<file path="config.mk">
export PLATFORM = sky130hd
export DESIGN_NAME = numeric_literal_parser
export DESIGN_NICKNAME = d
export VERILOG_FILES = /design/src/rtl/nlp_pkg.sv /design/src/rtl/numeric_literal_parser.sv /design/src/rtl/nlp_core.sv
export SDC_FILE = /design/constraint.sdc
export NUM_CORES = 1
export LEC_CHECK = 0
export ABC_AREA = 1
export BUFFER_PORTS_ARGS = -buffer_cell sky130_fd_sc_hd__buf_2
export CORE_MARGIN = 2
export CORE_UTILIZATION = 60
export DETAILED_ROUTE_END_ITERATION = 6
export GPL_TIMING_DRIVEN = 1
export PLACE_DENSITY = 0.84
export SLEW_MARGIN = 40
export SYNTH_ARGS = -nofsm -noshare
export SYNTH_HDL_FRONTEND = slang
export SYNTH_HIERARCHICAL = 1
export SYNTH_SLANG_ARGS = --single-unit
</file>
<file path="constraint.sdc">
create_clock -name clk_i -period 5.5 [get_ports clk_i]
set_clock_uncertainty 0.2 [all_clocks]
set_input_delay 0.55 -clock clk_i [delete_from_list [all_inputs] [get_ports clk_i]]
set_output_delay 0.55 -clock clk_i [all_outputs]
set_load 0.02 [all_outputs]
</file>
<file path="src/rtl/nlp_pkg.sv">
package nlp_pkg;

  // Parse phases of the literal scanner
  localparam logic [2:0] PH_START  = 3'd0;
  localparam logic [2:0] PH_ZERO_U = 3'd1;
  localparam logic [2:0] PH_ZERO_S = 3'd2;
  localparam logic [2:0] PH_SIGN   = 3'd3;
  localparam logic [2:0] PH_HEX    = 3'd4;
  localparam logic [2:0] PH_BIN    = 3'd5;
  localparam logic [2:0] PH_DEC    = 3'd6;
  localparam logic [2:0] PH_KILO   = 3'd7;

  typedef enum logic [2:0] {
    ST_OK      = 3'd0,
    ST_LONG    = 3'd1,
    ST_BADBIN  = 3'd2,
    ST_SIGN    = 3'd3,
    ST_PERCENT = 3'd4,
    ST_LETTER  = 3'd5,
    ST_NOTNUM  = 3'd6
  } status_e;

  localparam logic [4:0] HEX_LIMIT = 5'd11;
  localparam logic [4:0] BIN_LIMIT = 5'd18;
  localparam logic [4:0] DEC_LIMIT = 5'd8;
  localparam logic [4:0] POS_MAX   = 5'd31;
  localparam int unsigned KILO_SHIFT = 10;

  localparam logic [7:0] CASE_MASK = 8'hDF;
  localparam logic [7:0] CH_DOLLAR = 8'h24;
  localparam logic [7:0] CH_PCT    = 8'h25;
  localparam logic [7:0] CH_PLUS   = 8'h2B;
  localparam logic [7:0] CH_MINUS  = 8'h2D;
  localparam logic [7:0] CH_ZERO   = 8'h30;
  localparam logic [7:0] CH_ONE    = 8'h31;
  localparam logic [7:0] CH_X      = 8'h78;
  localparam logic [7:0] CH_K_UP   = 8'h4B;
  localparam logic [7:0] CH_K_LO   = 8'h6B;
  localparam logic [7:0] CH_USCORE = 8'h5F;

  typedef struct packed {
    status_e     status;
    logic [31:0] value;
    logic [7:0]  bad_char;
  } result_t;

endpackage

</file>
<file path="src/rtl/numeric_literal_parser.sv">
// Integer literal parser for assembler tokens.
// Slave stream: one character per transaction in s_axis_tdata_i, with
// s_axis_tlast_i on the final character of the token. Hex ($ or 0x),
// binary (%) and decimal (optional sign, K suffix) forms are recognized.
// Master stream: one transaction per token, issued for its last character:
// m_axis_tuser_o carries the status, m_axis_tdata_o the value and the
// offending character. Non-last characters produce no output.
// The result is registered in the output register when the last character is taken.
// Throughput: one character per cycle unless stalled; the per-character update
// (shift or multiply by ten plus add) and the final scale and negate sit between
// the scanner state registers and the output register.
// A stalled receiver holds the output register; input is still taken while
// the pending result is being accepted in the same cycle, and otherwise only
// non-last characters are taken; the last character of a token waits.
// Reset returns the scanner to the start of a token and drops any pending
// result.
module numeric_literal_parser (
  input  logic        clk_i,
  input  logic        rst_ni,
  input  logic        s_axis_tvalid_i,
  output logic        s_axis_tready_o,
  input  logic [7:0]  s_axis_tdata_i,   // [7:0] token_char
  input  logic        s_axis_tlast_i,
  output logic        m_axis_tvalid_o,
  input  logic        m_axis_tready_i,
  output logic [39:0] m_axis_tdata_o,   // [31:0] value, [39:32] bad_char
  output logic [2:0]  m_axis_tuser_o    // [2:0] status
);
  import nlp_pkg::*;

  logic    step;
  logic    blocked;
  logic    out_valid_q, out_valid_d;
  result_t out_q, res;

  // stall only a completing token while an older result is still pending
  assign blocked         = out_valid_q && !m_axis_tready_i && s_axis_tlast_i;
  assign s_axis_tready_o = !blocked;
  assign step            = s_axis_tvalid_i && s_axis_tready_o;

  nlp_core u_core (
    .clk_i   (clk_i),
    .rst_ni  (rst_ni),
    .step_i  (step),
    .char_i  (s_axis_tdata_i),
    .last_i  (s_axis_tlast_i),
    .result_o(res)
  );

  always_comb begin
    out_valid_d = out_valid_q;
    if (m_axis_tready_i) out_valid_d = 1'b0;
    if (step && s_axis_tlast_i) out_valid_d = 1'b1;
  end

  always_ff @(posedge clk_i or negedge rst_ni) begin
    if (!rst_ni) begin
      out_valid_q <= 1'b0;
    end else begin
      out_valid_q <= out_valid_d;
    end
  end

  always_ff @(posedge clk_i) begin
    if (step && s_axis_tlast_i) out_q <= res;
  end

  assign m_axis_tvalid_o = out_valid_q;
  assign m_axis_tdata_o  = {out_q.bad_char, out_q.value};
  assign m_axis_tuser_o  = out_q.status;

`ifndef SYNTHESIS
  a_hold_stalled: assert property (@(posedge clk_i) disable iff (!rst_ni)
    out_valid_q && !m_axis_tready_i |=> out_valid_q && $stable(out_q))
    else $error("pending result lost under stall");
  a_bad_char_only_letter: assert property (@(posedge clk_i) disable iff (!rst_ni)
    out_valid_q && out_q.status != ST_LETTER |-> out_q.bad_char == '0)
    else $error("bad_char set without letter status");
  a_value_only_ok: assert property (@(posedge clk_i) disable iff (!rst_ni)
    out_valid_q && out_q.status != ST_OK |-> out_q.value == '0)
    else $error("value set on error status");
`endif

endmodule

</file>
<file path="src/rtl/nlp_core.sv">
module nlp_core (
  input  logic             clk_i,
  input  logic             rst_ni,
  input  logic             step_i,
  input  logic [7:0]       char_i,
  input  logic             last_i,
  output nlp_pkg::result_t result_o
);
  import nlp_pkg::*;

  logic [2:0]  phase_q, phase_d;
  logic [4:0]  pos_q, pos_d;
  logic [31:0] acc_q, acc_d;
  status_e     status_q, status_d;
  logic [7:0]  bad_q, bad_d;
  logic        kilo_q, kilo_d;
  logic        neg_q, neg_d;

  logic [7:0]  upc;
  logic        is_dig, is_alpha;
  logic [4:0]  pos_n;
  logic [31:0] val;
  status_e     st;

  always_comb begin
    upc      = char_i & CASE_MASK;
    is_dig   = char_i inside {[8'h30:8'h39]};
    is_alpha = (upc inside {[8'h41:8'h5A]}) || (char_i == CH_USCORE);
  end

  always_comb begin
    phase_d  = phase_q;
    pos_d    = pos_q;
    acc_d    = acc_q;
    status_d = status_q;
    bad_d    = bad_q;
    kilo_d   = kilo_q;
    neg_d    = neg_q;
    pos_n    = pos_q;
    val      = '0;
    st       = ST_OK;
    result_o = '0;

    if (step_i && status_q == ST_OK) begin
      case (phase_q)
        PH_START: begin
          if (char_i == CH_DOLLAR) begin
            phase_d = PH_HEX;
            pos_n   = 5'd1;
          end else if (char_i == CH_ZERO) begin
            phase_d = PH_ZERO_U;
          end else if (char_i == CH_PCT) begin
            phase_d = PH_BIN;
          end else if (char_i == CH_PLUS || char_i == CH_MINUS) begin
            phase_d = PH_SIGN;
            neg_d   = (char_i == CH_MINUS);
          end else if (is_dig) begin
            acc_d   = {24'd0, char_i - CH_ZERO};
            phase_d = PH_DEC;
          end else begin
            status_d = ST_NOTNUM;
            bad_d    = '0;
          end
        end
        PH_SIGN: begin
          if (char_i == CH_DOLLAR) begin
            phase_d = PH_HEX;
          end else if (char_i == CH_ZERO) begin
            phase_d = PH_ZERO_S;
          end else if (is_dig) begin
            acc_d   = {24'd0, char_i - CH_ZERO};
            phase_d = PH_DEC;
          end else begin
            status_d = ST_SIGN;
            bad_d    = '0;
          end
        end
        PH_ZERO_U, PH_ZERO_S, PH_DEC: begin
          if (phase_q != PH_DEC && char_i == CH_X) begin
            phase_d = PH_HEX;
          end else if (pos_q == DEC_LIMIT) begin
            status_d = ST_LONG;
            bad_d    = '0;
          end else if (is_alpha) begin
            if (char_i == CH_K_UP || char_i == CH_K_LO) begin
              kilo_d  = 1'b1;
              phase_d = PH_KILO;
            end else begin
              status_d = ST_LETTER;
              bad_d    = char_i;
            end
          end else begin
            // non-digit filler still adds its wrapped offset
            acc_d   = (acc_q << 3) + (acc_q << 1) + {{24{1'b0}}, char_i}
                      - {24'd0, CH_ZERO};
            phase_d = PH_DEC;
          end
        end
        PH_HEX: begin
          if (pos_q == HEX_LIMIT) begin
            status_d = ST_LONG;
            bad_d    = '0;
          end else begin
            acc_d = acc_q << 4;
            if (is_dig) begin
              acc_d[3:0] = char_i[3:0];
            end else if (upc inside {[8'h41:8'h46]}) begin
              acc_d[3:0] = upc[3:0] + 4'd9;
            end else if (is_alpha) begin
              status_d = ST_LETTER;
              bad_d    = char_i;
            end
          end
        end
        PH_BIN: begin
          if (pos_q == 5'd1 && !is_dig) begin
            status_d = ST_PERCENT;
            bad_d    = '0;
          end else if (pos_q == BIN_LIMIT) begin
            status_d = ST_LONG;
            bad_d    = '0;
          end else begin
            acc_d = {acc_q[30:0], char_i == CH_ONE};
            if (char_i != CH_ONE && char_i != CH_ZERO) begin
              status_d = ST_BADBIN;
              bad_d    = '0;
            end
          end
        end
        default: begin
          // anything after K
          status_d = ST_LETTER;
          bad_d    = char_i;
        end
      endcase
      pos_d = (pos_n < POS_MAX) ? pos_n + 5'd1 : pos_n;
    end

    if (step_i && last_i) begin
      st = status_d;
      if (st == ST_OK) begin
        if (phase_d == PH_SIGN) begin
          st = ST_SIGN;
        end else if (phase_d == PH_BIN && pos_d == 5'd1) begin
          st = ST_PERCENT;
        end else begin
          val = kilo_d ? (acc_d << KILO_SHIFT) : acc_d;
          if (neg_d) val = 32'd0 - val;
        end
      end
      result_o.status   = st;
      result_o.value    = (st == ST_OK) ? val : '0;
      result_o.bad_char = (st == ST_LETTER) ? bad_d : '0;
      // clear for the next token
      phase_d  = PH_START;
      pos_d    = '0;
      acc_d    = '0;
      status_d = ST_OK;
      bad_d    = '0;
      kilo_d   = 1'b0;
      neg_d    = 1'b0;
    end
  end

  always_ff @(posedge clk_i or negedge rst_ni) begin
    if (!rst_ni) begin
      phase_q  <= PH_START;
      pos_q    <= '0;
      acc_q    <= '0;
      status_q <= ST_OK;
      bad_q    <= '0;
      kilo_q   <= 1'b0;
      neg_q    <= 1'b0;
    end else begin
      phase_q  <= phase_d;
      pos_q    <= pos_d;
      acc_q    <= acc_d;
      status_q <= status_d;
      bad_q    <= bad_d;
      kilo_q   <= kilo_d;
      neg_q    <= neg_d;
    end
  end

`ifndef SYNTHESIS
  a_clear_after_last: assert property (@(posedge clk_i) disable iff (!rst_ni)
    step_i && last_i |=> phase_q == PH_START && pos_q == '0 && status_q == ST_OK)
    else $error("token state not cleared after last character");
  a_error_freezes: assert property (@(posedge clk_i) disable iff (!rst_ni)
    step_i && !last_i && status_q != ST_OK |=> $stable(acc_q) && $stable(status_q))
    else $error("state moved after a latched error");
  a_kilo_phase: assert property (@(posedge clk_i) disable iff (!rst_ni)
    kilo_q |-> phase_q == PH_KILO)
    else $error("kilo flag set outside kilo phase");
`endif

endmodule
</file>
==> impl_metrics.csv, run 1 <==
group,metric,value,unit
grt,grt_max_degree,55,
run,drv_cap,0,
timing,finalHoldViolations,0,
finish,fin_util,65.2,%
worst_setup_path,crit_arrival,4.85,ns
floorplanning,initial_core_util,61.1,%
run_status,violations,"DRC",
grt,antenna_found_initial,0,
yosys,synth_area,10900,um^2
timing,setup_viol,0,
routing,totalWireLength,33.6,mm
timing,fmax,203,MHz
pwr,p_leak,6.07,nW
routing,num_vias,11800,
worst_setup_path,worstReg2RegEnd,"m_axis_tdata_o[29]$_DFFE_PP_",
worst_setup_path,cp.required,5.42,ns
routing,ant_nets,0,
timing,rsz0062_at_grt,"false",
clock_network,postCtsSetupBuffers,0,
grt,overflow,0,
routing,drtPass1Iterations,7,
clock_network,cts_resized,0,
pwr,powerDensity,700,nW/um^2
finish,area.growth.synth_to_final,6.66,%
hold_path,hp-class,"input pin to flip-flop",
yosys,avgSynthCellArea,6.40,um^2
yosys,ys.flop_type,"dfrtp_1",
grt,track_usage,34.7,%
clock_network,clk_pin_slew_worst_paths,0.08,ns
clock_network,clk_latency,0.36,ns
finish,layout.nets,1859,
floorplanning,die_w,139,um
routing,routed_via_density,5.98,
hold_path,holdPathStages,3,
timing,slew_headroom,54.2,%
yosys,synth.distinct_cells,53,
timing,worst_pin_slew,0.687,ns
placement,gp_congestion,0.963,
yosys,synth-seq-area-share,24.1,%
worst_setup_path,cp-endpoint,"m_axis_tdata_o[29]$_DFFE_PP_",
timing,slew_viol_final,0,
worst_setup_path,cp-startpoint,"u_core/acc_q[0]$_DFF_PN0_",
clock_network,cts_tree,"built",
finish,drive_above_1_share,10.2,%
clock_network,cts_hold_buf,0,
clock_network,htreeDepth,3,
yosys,synth_edf_count,43,
worst_setup_path,critPathKind,"flip-flop to flip-flop",
clock_network,clk_path_buf_depth,2,
floorplanning,fp.dieH,139,um
grt,grt_pass1_wl,54.9,mm
floorplanning,die_area,19300,um^2
clock_network,cts_root_buf,"clkbuf_16",
yosys,syn_inst,1710,
worst_setup_path,ff2ff_path_depth,27,
yosys,ys_ff_latch,97,
worst_setup_path,startpoint_type,"flip-flop",
worst_setup_path,reg2reg_slack,0.56,ns
clock_network,cts_buffers,9,
placement,io_buffers,57,
pwr,peakVddDrop,0.867,mV
worst_setup_path,worstSetupEndpointType,"flip-flop",
floorplanning,num_rows,49,
grt,grt_pass1_vias,11200,
floorplanning,num_io_pins,58,
worst_setup_path,r2r-start,"u_core/acc_q[0]$_DFF_PN0_",
routing,wl_per_cell,16.9,um
routing,drcViolationCount,4,
yosys,yosysWarningCount,6,
worst_setup_path,crit_path_max_fanout,6,
yosys,ys_async_sr_fraction,55.7,%
timing,period_needed,4.94,ns
yosys,synth_fp_nets,1821,
routing,drt_iter0_markers,1192,
placement,dp_hpwl,26.0,mm
hold_path,min-delay-start,"s_axis_tvalid_i",
finish,fill_cells,1656,
finish,antenna_cells,0,
finish,finalInstanceArea,11700,um^2
timing,finalCritPeriodShare,89.8,%
placement,placed_cell_area,11400,um^2
run_status,status,"finished with violations",
timing,setup_tns,0,ns
floorplanning,design.core.area,17900,um^2
clock_network,numClockSinks,97,
==> worst min-delay path by stage <==
stage	endpoint	slack, ns
2_1_floorplan	m_axis_tvalid_o$_DFFE_PN0P_	0.05
3_3_place_gp	u_core/status_q[1]$_DFF_PN0_	0.34
3_5_place_dp	u_core/status_q[1]$_DFF_PN0_	0.35
4_1_cts	u_core/pos_q[3]$_DFF_PN0_	0.15
5_1_grt	m_axis_tvalid_o$_DFFE_PN0P_	0.26
6_report	m_axis_tvalid_o$_DFFE_PN0P_	0.25
==> synthesized netlist by cell type, drive strengths merged (3+ instances only) <==
library cell	count	area share (%)
buf	24	1.5
a21o	3	0.21
xnor2	9	0.72
nand4	25	1.5
o21a	3	0.21
clkinv	5	0.17
dfrtp	54	12
and2	4	0.23
nor2	228	8.9
a22oi	10	0.69
clkbuf	18	0.62
ha	92	11
o2111ai	5	0.40
nand2	490	18
inv	225	7.8
o21bai	4	0.31
o221ai	3	0.24
xor2	7	0.56
a31oi	5	0.29
nand3	161	8.1
edfxtp	43	12
fa	6	1.1
o21ai	119	5.6
nand3b	9	0.62
o211ai	7	0.48
nor3	19	0.96
a21oi	123	5.8
==> layout by cell type, fill, tap and decap left out, types with 10 or more instances in the layout <==
master,n
o21ai_1,19
nand3_2,13
a22oi_1,10
buf_4,10
a21oi_1,121
inv_2,22
nand2_2,16
ha_1,92
nor2_1,205
edfxtp_1,43
buf_2,57
nand4_1,24
dfrtp_1,54
o21ai_0,96
inv_1,199
nor2_2,13
nand3_1,147
nand2_1,467
nor3_1,17
==> critical path, cell delays in order, from the launching register on <==
cell and delay, ns:
dfrtp_1 0.51, inv_1 0.20, fa_1 0.53, inv_1 0.04
ha_1 0.27, ha_1 0.21, inv_1 0.08, fa_1 0.45
o21ai_0 0.36, nand2_1 0.09, nand2_1 0.14, nand2_1 0.09
nand2_1 0.06, nand2_1 0.05, nand2_1 0.06, nor2_1 0.05
o21ai_1 0.16, nand2_1 0.11, nand2_1 0.07, nand2_1 0.12
nor2_1 0.16, nand2_1 0.07, nand2_1 0.10, nand3_2 0.13
nor2_4 0.17, nand3_1 0.10, nand2_1 0.07, nor2_1 0.04
==> power by group <==
group	internal, W	leakage [nW]	total [W]	switching (W)
Combinational	0.00212	4.80	0.00646	0.00434
Sequential	0.000920	1.13	0.00109	0.000170
Clock	0.000316	0.140	0.000625	0.000308
==> cells by family (layout without fill, tap and decap cells) <==
kind of cell | after synthesis | after routing | synth area share [%]
buffers and inverters | 272 | 315 | 10.1
AOI/OAI and AO/OA | 288 | 288 | 14.6
and+or+nand+nor | 939 | 939 | 38.3
adders and majority gates | 98 | 98 | 11.6
xor gates and xnor gates | 16 | 16 | 1.28
DFF | 97 | 97 | 24.1
==> metal layers <==
metal / part of all wire (%) / GRT usage (%) / vias up
met5: 0 / 0 / -
met4: 5.5 / 19.4 / 0
met3: 8.0 / 3.76 / 119
met2: 48 / 60.2 / 636
met1: 38 / 42.1 / 5392
li1: - / - / 5699
==> metrics by stage <==
| step | std cells | hold WS (ns) | setup slack, ns | total power, W |
|---|---|---|---|---|
| after CTS | 1980 | 0.152 | 0.677 | 0.00804 |
| after global placement | 1964 | 0.338 | 0.656 | 0.00720 |
| after detailed placement | 1964 | 0.345 | 0.466 | 0.00737 |
| after floorplan | 1710 | 0.0544 | 1.05 | 0.00588 |
| after global routing | 1982 | 0.260 | 0.237 | 0.00907 |
| final | 1982 | 0.251 | 0.563 | 0.00818 |
==> sequential cells by signal, summed over array words and instances (netlist names) <==
register	count
m_axis_tdata_o	40
m_axis_tuser_o	3
m_axis_tvalid_o	1
u_core/acc_q	32
u_core/bad_q	8
u_core/kilo_q	1
u_core/neg_q	1
u_core/phase_q	3
u_core/pos_q	5
u_core/status_q	3
==> layout make-up <==
cell class	instances	area (um^2)	share of cell area (%)
tap	229	287	2.45
timing repair buffer	69	390	3.34
multi-input combinational	1341	7200	61.7
sequential	97	2640	22.6
inverter	230	871	7.46
clock inverter	7	61.3	0.525
clock buffer	9	225	1.93
Note: power is estimated with default switching activity, not from simulation.
==> run 2, diff against run 1 <==
--- a/config.mk
+++ b/config.mk
@@ -15,5 +15,4 @@
 export SLEW_MARGIN = 40
 export SYNTH_ARGS = -nofsm -noshare
 export SYNTH_HDL_FRONTEND = slang
-export SYNTH_HIERARCHICAL = 1
 export SYNTH_SLANG_ARGS = --single-unit
==> run 2 against run 1 <==
Net effect:
- the flow now finishes without violations
- worst hold slack lost 0.10 ns
- non-clock buffer count down 1
- core utilization fell by 0.85 points
- routed wire length increased by 4.0%
- critical path type unchanged
- critical endpoint is now m_axis_tdata_o[26]$_SDFFCE_PP0P_
==> impl_metrics.csv, run 2 <==
group,metric,value,unit
timing,finalHoldViolations,0,
floorplanning,design.core.area,18600,um^2
yosys,ys_ff_latch,97,
yosys,synth_fp_nets,1906,
placement,dp_hpwl,27.2,mm
yosys,ys_async_sr_fraction,55.7,%
routing,wl_per_cell,16.9,um
yosys,synth-seq-area-share,23.3,%
yosys,synth_area,11300,um^2
yosys,synth.most_common_cell,"nand2_1",
placement,gp_congestion,1.01,
routing,drt_iter0_markers,1295,
routing,ant_nets,0,
clock_network,htreeDepth,3,
grt,antenna_found_initial,0,
floorplanning,num_io_pins,58,
clock_network,clk_latency,0.35,ns
worst_setup_path,crit_arrival,4.71,ns
grt,grt_pass1_wl,55.8,mm
timing,slew_headroom,50.0,%
yosys,synthTopCellsByArea,"nand2_1, dfrtp_1, edfxtp_1",
floorplanning,fp.dieH,141,um
timing,rsz0062_at_grt,"false",
timing,setup_tns,0,ns
run,drv_cap,0,
finish,layout.nets,1936,
worst_setup_path,critPathKind,"flip-flop to flip-flop",
placement,io_buffers,57,
yosys,synth.distinct_cells,61,
timing,period_needed,4.79,ns
yosys,yosysWarningCount,0,
worst_setup_path,startpoint_type,"flip-flop",
timing,fmax,209,MHz
finish,drive_above_1_share,10.3,%
grt,grt_max_degree,65,
clock_network,cts_hold_buf,0,
finish,fill_cells,1756,
routing,routed_via_density,5.96,
finish,layout_common_cells,"nand2_1, inv_1, nor2_1",
routing,num_vias,12300,
clock_network,cts_tree,"built",
clock_network,clk_path_buf_depth,2,
yosys,synth_largest_area_cell,"nand2_1",
yosys,synth_edf_count,43,
finish,largest_reg_flops,40,
grt,track_usage,34.6,%
grt,grt_pass1_vias,11500,
clock_network,postCtsSetupBuffers,0,
clock_network,cts_root_buf,"clkbuf_16",
finish,area.growth.synth_to_final,5.93,%
yosys,syn_inst,1794,
worst_setup_path,worstSetupEndpointType,"flip-flop",
floorplanning,num_rows,50,
clock_network,clk_pin_slew_worst_paths,0.07,ns
yosys,ys.flop_type,"dfrtp_1",
finish,antenna_cells,0,
timing,slew_viol_final,0,
floorplanning,die_area,20000,um^2
worst_setup_path,r2r-start,"u_core.acc_q[0]$_DFF_PN0_",
hold_path,hp-class,"input pin to asynchronous set/reset pin",
finish,final_common_cell,"nand2_1",
clock_network,numClockSinks,97,
timing,setup_viol,0,
worst_setup_path,crit_path_max_fanout,6,
worst_setup_path,cp.required,5.41,ns
floorplanning,die_w,141,um
routing,drtPass1Iterations,7,
timing,worst_pin_slew,0.751,ns
grt,overflow,0,
yosys,synth_top_cell_area_share,16.8,%
clock_network,cts_buffers,9,
worst_setup_path,cp-startpoint,"u_core.acc_q[0]$_DFF_PN0_",
yosys,synth_common_cells,"nand2_1, inv_1, nor2_1",
run_status,status,"finished clean",
routing,totalWireLength,34.9,mm
clock_network,cts_resized,0,
timing,finalCritPeriodShare,87.1,%
yosys,avgSynthCellArea,6.32,um^2
floorplanning,initial_core_util,60.8,%
routing,drcViolationCount,0,
## run 2: changes by cell type in the layout (fill, tap and decap cells not counted), sizes merged, moves of 4 or more
| cell | before | now |
|---|---|---|
| inv | 227 | 254 |
| o21ai | 119 | 98 |
| nand3 | 161 | 186 |
| nor2 | 228 | 203 |
| a21oi | 123 | 150 |
| o21bai | 4 | 8 |
| nand4 | 25 | 19 |
| nand2 | 490 | 533 |
## run 2: per-layer routing
metal / share of wire, % / global-route usage (%) / vias up
li1: - / - / 5936
met1: 39 / 43.3 / 5616
met2: 48 / 60.0 / 604
met3: 7.7 / 4.29 / 138
met4: 4.7 / 15.3 / 0
met5: 0 / 0 / -
## run 2: critical path, cell delays in order, from the launching register on
cell	delay [ns]
dfrtp_1	0.38
clkinv_1	0.16
fa_1	0.53
inv_1	0.04
ha_1	0.27
ha_1	0.20
inv_1	0.07
fa_1	0.40
inv_1	0.09
nand3_1	0.06
nand2_1	0.17
nand2_1	0.07
nand2_1	0.13
nand2_1	0.09
nand2_1	0.11
nand2_1	0.06
nand3_1	0.13
nand3_1	0.10
nand2_1	0.08
nand2_1	0.05
inv_1	0.09
nand2_1	0.07
nand2_1	0.17
nand2_1	0.10
o21ai_0	0.31
nand4_1	0.22
nor2_1	0.14
nor2_1	0.06
## run 2: logic make-up (layout without fill, tap and decap cells)
kind of cell / Yosys count / in the layout / share of synthesized area, %
adders and majority gates: 99 / 99 / 11.3
and+or+nand+nor: 978 / 978 / 38.2
buffers and inverters: 307 / 342 / 11.2
DFF: 97 / 97 / 23.3
muxes: 1 / 1 / 0.0884
AOI/OAI and AO/OA: 299 / 299 / 14.9
xor gates and xnor gates: 13 / 13 / 1.00
## run 2: path summary, 6_finish.rpt
check | to | slack, ns | depth (start not counted)
worst max register to register | m_axis_tdata_o[26]$_SDFFCE_PP0P_ | 0.71 | 27
worst min register to register | m_axis_tvalid_o$_DFFE_PN0P_ | 0.37 | 2
min in group clk_i | m_axis_tvalid_o$_DFFE_PN0P_ | 0.19 | 2
max in group asynchronous | u_core.acc_q[8]$_DFF_PN0_ | 4.45 | 2
worst max-delay path | m_axis_tdata_o[26]$_SDFFCE_PP0P_ | 0.71 | 27
worst min-delay path | u_core.bad_q[7]$_DFF_PN0_ | 0.15 | 2
## run 2: final cells by class
type	instances	area, um^2	share of cell area (%)
Clock buffer	9	225	1.88
Clock inverter	7	62.6	0.521
Inverter	258	973	8.11
Multi-Input combinational cell	1390	7440	62.0
Sequential cell	97	2640	22.0
Tap cell	234	293	2.44
Timing Repair Buffer	68	368	3.07
## run 2: per-stage QoR
step                      hold WS [ns]  std cells  util [%]  instance area (um^2)  worst slack, ns
final                            0.148       2063      64.4                 12000            0.708
after global routing             0.213       2063      64.4                 12000            0.504
after CTS                        0.166       2063      64.3                 12000            0.832
after detailed placement         0.346       2047      62.8                 11700            0.479
after global placement           0.331       2047      62.8                 11700            0.632
after floorplan                 0.0544       1794         -                 11300             1.25
Power of run 2 is not shown: default switching activity piles up to over one toggle a cycle in this logic, so the estimate is an artifact.
==> run 3, diff against run 2 <==
--- a/config.mk
+++ b/config.mk
@@ -8,10 +8,10 @@
 export ABC_AREA = 1
 export BUFFER_PORTS_ARGS = -buffer_cell sky130_fd_sc_hd__buf_2
 export CORE_MARGIN = 2
-export CORE_UTILIZATION = 60
+export CORE_UTILIZATION = 58
 export DETAILED_ROUTE_END_ITERATION = 6
 export GPL_TIMING_DRIVEN = 1
-export PLACE_DENSITY = 0.84
+export PLACE_DENSITY = 0.85
 export SLEW_MARGIN = 40
 export SYNTH_ARGS = -nofsm -noshare
 export SYNTH_HDL_FRONTEND = slang
==> constraint.sdc (replaced) <==
create_clock -name clk_i -period 4.15 [get_ports clk_i]
set_clock_uncertainty 0.2 [all_clocks]
set_input_delay 0.415 -clock clk_i [delete_from_list [all_inputs] [get_ports clk_i]]
set_output_delay 0.415 -clock clk_i [all_outputs]
set_load 0.02 [all_outputs]
==> run 3 against run 2 <==
Net effect:
- the run now ends with DRC, hold timing, setup timing left
- die area rose by 3.4%
- worst hold slack got worse by 0.15 ns
- via count rose by 11%
- final area rose by 17%
- maximum frequency rose by 6.7%
- critical path type unchanged
==> impl_metrics.csv, run 3 (synthesis gave the netlist of run 2 again) <==
group,metric,value,unit
grt,grt_pass1_vias,12600,
worst_setup_path,startpoint_type,"flip-flop",
finish,layout_common_cells,"nand2_1, inv_1, buf_4",
routing,num_vias,13700,
floorplanning,num_io_pins,58,
floorplanning,num_rows,51,
routing,routed_via_density,6.04,
timing,setup_slack,-0.343,ns
finish,antenna_cells,0,
worst_setup_path,slowest_delay,0.53,ns
worst_setup_path,cpMostUsedCell,"nand2_1",
floorplanning,die_w,144,um
finish,layout.nets,2108,
finish,drive_above_1_share,25.0,%
timing,finalHoldWorstSlack,-0.00322,ns
clock_network,htreeDepth,3,
run_status,violations,"DRC, hold timing, setup timing",
worst_setup_path,worstSetupEndpointType,"flip-flop",
grt,antenna_found_initial,0,
run_status,status,"finished with violations",
routing,ant_nets,0,
worst_setup_path,cp_slowest_cell,"fa_1",
timing,fmax,223,MHz
timing,slew_headroom,50.4,%
routing,drcViolationCount,1,
worst_setup_path,crit_arrival,4.49,ns
grt,track_usage,37.7,%
clock_network,numClockSinks,97,
worst_setup_path,cpLargestDelayFamily,"simple AND/OR/NAND/NOR gates",
routing,wl_per_cell,18.3,um
clock_network,cts_hold_buf,0,
timing,finalCritPeriodShare,108,%
floorplanning,design.core.area,19300,um^2
placement,place_ws,-0.424,ns
floorplanning,fp.dieH,144,um
worst_setup_path,critPathKind,"flip-flop to flip-flop",
worst_setup_path,cp_num_buf_inv,5,
clock_network,clk_path_buf_depth,2,
timing,worst_pin_slew,0.745,ns
timing,setup_viol,20,
clock_network,cts_tree,"built",
clock_network,cts_buffers,9,
finish,final_common_cell,"nand2_1",
grt,use_met2,65.9,%
routing,drt_iter0_markers,1645,
clock_network,clk_pin_slew_worst_paths,0.07,ns
floorplanning,die_area,20700,um^2
timing,period_needed,4.49,ns
timing,slew_viol_final,0,
grt,grt_pass1_wl,61.6,mm
routing,drtPass1Iterations,7,
grt,gr-usage-met3,5.96,%
grt,met1_usage,44.1,%
grt,overflow,0,
worst_setup_path,crit_path_max_fanout,4,
timing,finalHoldViolations,7,
hold_path,hp-class,"input pin to asynchronous set/reset pin",
clock_network,cts_root_buf,"clkbuf_16",
finish,area.growth.synth_to_final,23.7,%
routing,totalWireLength,41.6,mm
grt,grt.busiest_layer,"met2",
floorplanning,initial_core_util,58.6,%
clock_network,clk_latency,0.35,ns
finish,largest_reg_flops,40,
run,drv_cap,0,
timing,rsz0062_at_grt,"true",
grt,grt_max_degree,59,
placement,dp_hpwl,30.1,mm
placement,io_buffers,57,
placement,gp_congestion,0.990,
worst_setup_path,cp.required,4.15,ns
-- run 3: cell type report --
| type | instances | area (um^2) |
|---|---|---|
| Clock buffer | 9 | 225 |
| Clock inverter | 7 | 62.6 |
| Fill cell | 1538 | 5320 |
| Inverter | 258 | 981 |
| Multi-Input combinational cell | 1390 | 8100 |
| Sequential cell | 97 | 2640 |
| Tap cell | 265 | 332 |
| Timing Repair Buffer | 240 | 1680 |
-- run 3: worst paths after layout --
check / start / endpoint / slack [ns] / cells after the start
min reg2reg: u_core.bad_q[2]$_DFF_PN0_ / u_core.bad_q[2]$_DFF_PN0_ / 0.35 / 2
max: u_core.acc_q[0]$_DFF_PN0_ / m_axis_tdata_o[31]$_SDFFCE_PP0P_ / -0.34 / 30
max in group asynchronous: rst_ni / u_core.acc_q[17]$_DFF_PN0_ / 3.25 / 2
min in group clk_i: m_axis_tready_i / m_axis_tvalid_o$_DFFE_PN0P_ / 0.07 / 2
max reg2reg: u_core.acc_q[0]$_DFF_PN0_ / m_axis_tdata_o[31]$_SDFFCE_PP0P_ / -0.34 / 30
min: rst_ni / u_core.bad_q[2]$_DFF_PN0_ / -0.003 / 2
-- run 3: timing repair --
action,CTS,global route
buffers inserted,12,9
endpoints found under the setup margin,22,25
pin swaps,41,28
resized for setup,78,109
-- run 3: worst register-to-register path, delay by kind of cell (launching register included) --
kind,cells,cell delay [ns]
buffers and inverters,5,0.38
adders and majority gates,4,1.30
and+or+nand+nor,21,2.06
DFF,1,0.40
-- run 3: per-layer routing --
metal  part of all wire [%]  routed length [um]
met5                      0                   0
met4                    7.7                3190
met3                    8.7                3620
met2                     48               20000
met1                     35               14700
-- run 3: through the flow --
stage	std cells	utilization, %	TNS, ns	cell area, um^2
floorplan	1794	-	0	11300
global placement	2230	66.7	-3.38	12900
CTS	2258	70.2	0	13600
global route	2266	72.5	-5.80	14000
finish	2266	72.5	-2.95	14000
detailed placement	2230	66.7	-6.97	12900
Power of run 3 is left out for the same reason.
